===== config.mk =====
export PLATFORM = sky130hd
export DESIGN_NAME = pac_ram
export DESIGN_NICKNAME = d
export VERILOG_FILES = /design/src/sv/pac_ram.sv
export SDC_FILE = /design/constraint.sdc
export NUM_CORES = 2
export LEC_CHECK = 0
export BUFFER_PORTS_ARGS = -buffer_cell sky130_fd_sc_hd__buf_2
export CORE_ASPECT_RATIO = 0.9
export CORE_UTILIZATION = 40
export CTS_BUF_LIST = sky130_fd_sc_hd__clkbuf_8
export DETAILED_ROUTE_END_ITERATION = 10
export PLACE_DENSITY_LB_ADDON = 0.08
export SYNTH_ARGS = -nofsm -noshare
export SYNTH_HDL_FRONTEND = slang
export SYNTH_SLANG_ARGS = --single-unit

===== constraint.sdc =====
create_clock -name clock -period 4.65 [get_ports clock]
set_input_delay 0.465 -clock clock [delete_from_list [all_inputs] [get_ports clock]]
set_output_delay 0.465 -clock clock [all_outputs]
set_load 0.01 [all_outputs]

===== src/sv/pac_ram.sv =====
// ----------------------------------------------------------------------------
// pac_ram
// Synchronous memory, one write port and one read port, registered read data.
// ----------------------------------------------------------------------------
module pac_ram #(
   parameter int WIDTH = 8,
   parameter int DEPTH = 256
) (
   input  logic                     clock,
   input  logic                     wr_en,
   input  logic [$clog2(DEPTH)-1:0] wr_addr,
   input  logic [WIDTH-1:0]         wr_data,
   input  logic [$clog2(DEPTH)-1:0] rd_addr,
   output logic [WIDTH-1:0]         rd_data
);

   logic [WIDTH-1:0] mem [DEPTH];
   logic [WIDTH-1:0] rd_data_ff;

   always_ff @(posedge clock) begin
      if (wr_en) begin
         mem[wr_addr] <= wr_data;
      end
      rd_data_ff <= mem[rd_addr];
   end

   assign rd_data = rd_data_ff;

endmodule


Word-level counts from Yosys, hierarchy flattened:

Memory sizes are Yosys's and may differ from the RTL's. A register that Yosys moved wholly into a read port is not among the register bits.
Index checks and enable logic that the tools add are counted.

* register bits: 0
* RAM bits: 2048
* input port bits: 26
* output and inout bits: 8
* word-level logic and storage cells: 3
* memories kept: 1

* multiplexer cells: 2

Memories
* mem: words 256, bits a word 8, read ports 1, clocked after memory_dff 1, wr ports 1, line 17 `logic [WIDTH-1:0] mem [DEPTH];`

Operators by type and width (number)
* 2-to-1 mux 1 bit: 2

Longest topological paths before layout:

* depth after elaboration: 2
* depth in mapped cells: 11
* gate-level depth less buffers: 6

Worst setup path before layout:

No wires, ideal clock.

* kind: input to register
* start: input rd_addr[0]
* end: register rd_data_ff[2] (netlist: rd_data[2]) (read register of mem)
* library setup time: 131 ps
* arrival: 2272 ps
* data required time: 4519 ps
* setup slack: 2247 ps
* cell stages on the path: 9
* buffers on the path: 4
* cell sequence: buf_6 -> buf_12 -> buf_8 -> buf_2 -> mux4_2 -> a22oi_1 -> a21oi_1 -> nor4_1 -> nor4_2

RTL lines
* start, declared: line 13 `input logic [$clog2(DEPTH)-1:0] rd_addr,`
* end, declared: line 18 `logic [WIDTH-1:0] rd_data_ff;`

==> impl_metrics.json <==
{
  "yosys_register_bits": 2056,
  "final_common_cell": "edfxtp_1",
  "crit_slowest_cell": "buf_4",
  "ant_nets": 0,
  "num_rows": 154,
  "yosys.cell_types.count": 55,
  "place_area_mm2": 0.08364,
  "avgViaCountPerCell": 5.613,
  "crit_type": "input port to register",
  "grt_pass1_vias": 40340,
  "cts_tree": "built",
  "reg2reg_slack_ps": 1730,
  "holdPathStages": 3,
  "synth_area_leaders": "edfxtp_1 (77%), mux4_2 (13%), mux2i_1 (1.7%)",
  "initial_utilization_pct": 40.44,
  "clkTransAtPathRegs_ps": 60,
  "p_leak_nw": 28.15,
  "netlist_area_mm2": 0.07956,
  "critPathLaunchType": "input port",
  "max-slew-margin-rel_pct": 16.61,
  "root_buffer": "clkbuf_8",
  "hold_class": "input port to register",
  "cp.buffers_inverters": 2,
  "status": "complete, no violations",
  "cp.required_ps": 5540,
  "drt_iter0_markers": 4192,
  "syn_to_final_growth_pct": 12.86,
  "clkSinkCount": 2056,
  "synth_edf_count": 2048,
  "place_ws_ps": 351.1,
  "cts_max_level": 5,
  "postLayoutSetupSlackWorst_ps": 1403,
  "rsz0062_at_grt": "false",
  "placed_cells": 6391,
  "drive_above_1_share_pct": 26.01,
  "fmax_ghz": 0.3080,
  "cp.arrival_ps": 4140,
  "synth_flop_cell": "edfxtp_1",
  "slowest_delay_ps": 850,
  "yosysTopAreaCell": "edfxtp_1",
  "skew_ps": 60.53,
  "die_area_mm2": 0.2007,
  "syn_area_per_cell_um2": 21.31,
  "vias": 39350,
  "hold_viol_final": 0,
  "fin_nets": 4128,
  "port_buffers": 33,
  "final_cell_mix": "edfxtp_1 (2048), mux4_2 (454), clkbuf_8 (365)",
  "crit_fanout": 50,
  "slew_viol_final": 0,
  "wl_per_cell_um": 31.70,
  "ff2ff_path_depth": 6,
  "grt_max_degree": 131,
  "core_area_mm2": 0.1967,
  "powerDensity_mw_per_mm2": 412.2,
  "synthesis.instances": 3733,
  "remaining_drc_errors": 0,
  "fin_setup_tns_ps": 0,
  "fin_util_pct": 45.64,
  "async_flop_share_pct": 0,
  "setup_viol": 0,
  "grt_pass1_wl_mm": 312.8,
  "globalplace.congestion": 0.7914,
  "maxCapViolCount": 0,
  "die_x_um": 472.1,
  "layoutNonFillerInstCount": 7010,
  "yosysWarningCount": 0,
  "totalWireLength_mm": 222.2,
  "yosysSeqAreaShare_pct": 77.50,
  "post-route-period-util_pct": 69.82,
  "cts_buffer_depth": 4,
  "fin_area_mm2": 0.08979,
  "critPathTopFamily": "buffers and inverters",
  "path_cells": "buf_8 -> buf_4 -> mux4_2 -> a22o_1 -> nor3_1 -> a21oi_1 -> a22oi_1 -> nor4_2",
  "dp_hpwl_mm": 134.6,
  "end_kind": "register",
  "clkLatencyLatePin_ps": 1040,
  "tightestPinTransition_ps": 1239,
  "drtPass1Iterations": 5,
  "syn_nets": 3759,
  "overflow": 0,
  "ios": 34,
  "dieHeight_um": 425.1,
  "antenna_found_initial": 17,
  "cp.depth": 8,
  "finalCriticalPeriod_ps": 3247,
  "cts_made_buffers": 353,
  "synth_top_area_share_pct": 77.30,
  "grt_use_total_pct": 22.19,
  "peakVddDrop_mv": 0.2725
}
-- where the power goes --
part | switching (mW) | leakage, nW | internal [mW] | total (mW)
clock network | 7.25 | 3.52 | 7.33 | 14.6
registers | 0.0332 | 18.5 | 20.4 | 20.5
logic | 1.30 | 6.15 | 0.651 | 1.95
-- path summary, 6_finish.rpt --
check                                 start     endpoint
worst min-delay path             wr_addr[1]  mem[167][3]
worst max-delay path             rd_addr[0]   rd_data[6]
worst max register to register  mem[143][0]   rd_data[0]
worst min register to register   mem[75][7]   rd_data[7]
-- cells in the mapped netlist, types with 10 or more instances --
cell,n
buf_6,21
o21ai_0,10
mux2i_1,134
nor4_1,24
buf_1,22
clkbuf_1,111
edfxtp_1,2048
buf_8,13
a21oi_1,96
nor2_1,282
a22oi_1,133
mux4_2,454
buf_4,27
o211ai_1,10
buf_2,31
a221oi_1,13
nor3_1,22
o22ai_1,28
a211oi_1,16
nor2b_1,31
nand4_1,10
nand2_1,33
nand3_1,34
o221ai_1,46
-- metal layers --
metal | track usage (%) | routed length, µm | up-vias
met5 | 0 | 14 | -
met4 | 5.365 | 4335 | 2
met3 | 4.358 | 14050 | 351
met2 | 34.78 | 105100 | 1277
met1 | 31.97 | 98650 | 21230
li1 | - | - | 16490
-- flip-flops by register name, summed over array words and instances (netlist names) --
register  count
mem        2048
rd_data       8
-- logic make-up after synthesis --
group	Yosys count	synth area share, %
and+or+nand+nor	466	2.628
buffers and inverters	235	1.831
muxes	591	14.62
DFF	2056	77.50
AOI/OAI and AO/OA	385	3.419
-- through the flow --
stage	hold slack, ps	power (mW)
6_report	253.8	37.01
5_1_grt	181.6	38.27
4_1_cts	129.2	37.44
3_5_place_dp	915.4	22.84
3_3_place_gp	917.5	22.83
2_1_floorplan	563.9	21.83
-- area by class of cell --
class	count	area (µm²)
Timing Repair Buffer	247	2210
Clock buffer	365	5024
Sequential cell	2056	61660
Antenna cell	5	12.51
Inverter	2	7.507
Clock inverter	241	1031
Fill cell	16660	106900
Multi-Input combinational cell	1442	16520
Tap cell	2652	3318
-- tightest hold or removal path: stages --
cell     delay [ps]
buf_2           160
nand3_1         200
nor2_1          230
-- repair_timing --
item                                   CTS  global route
buffers inserted                         0             0
resized for setup                        0             0
hold buffers                             8             0
endpoints found under the hold margin  387             0
Note: power is estimated with default switching activity, not from simulation.
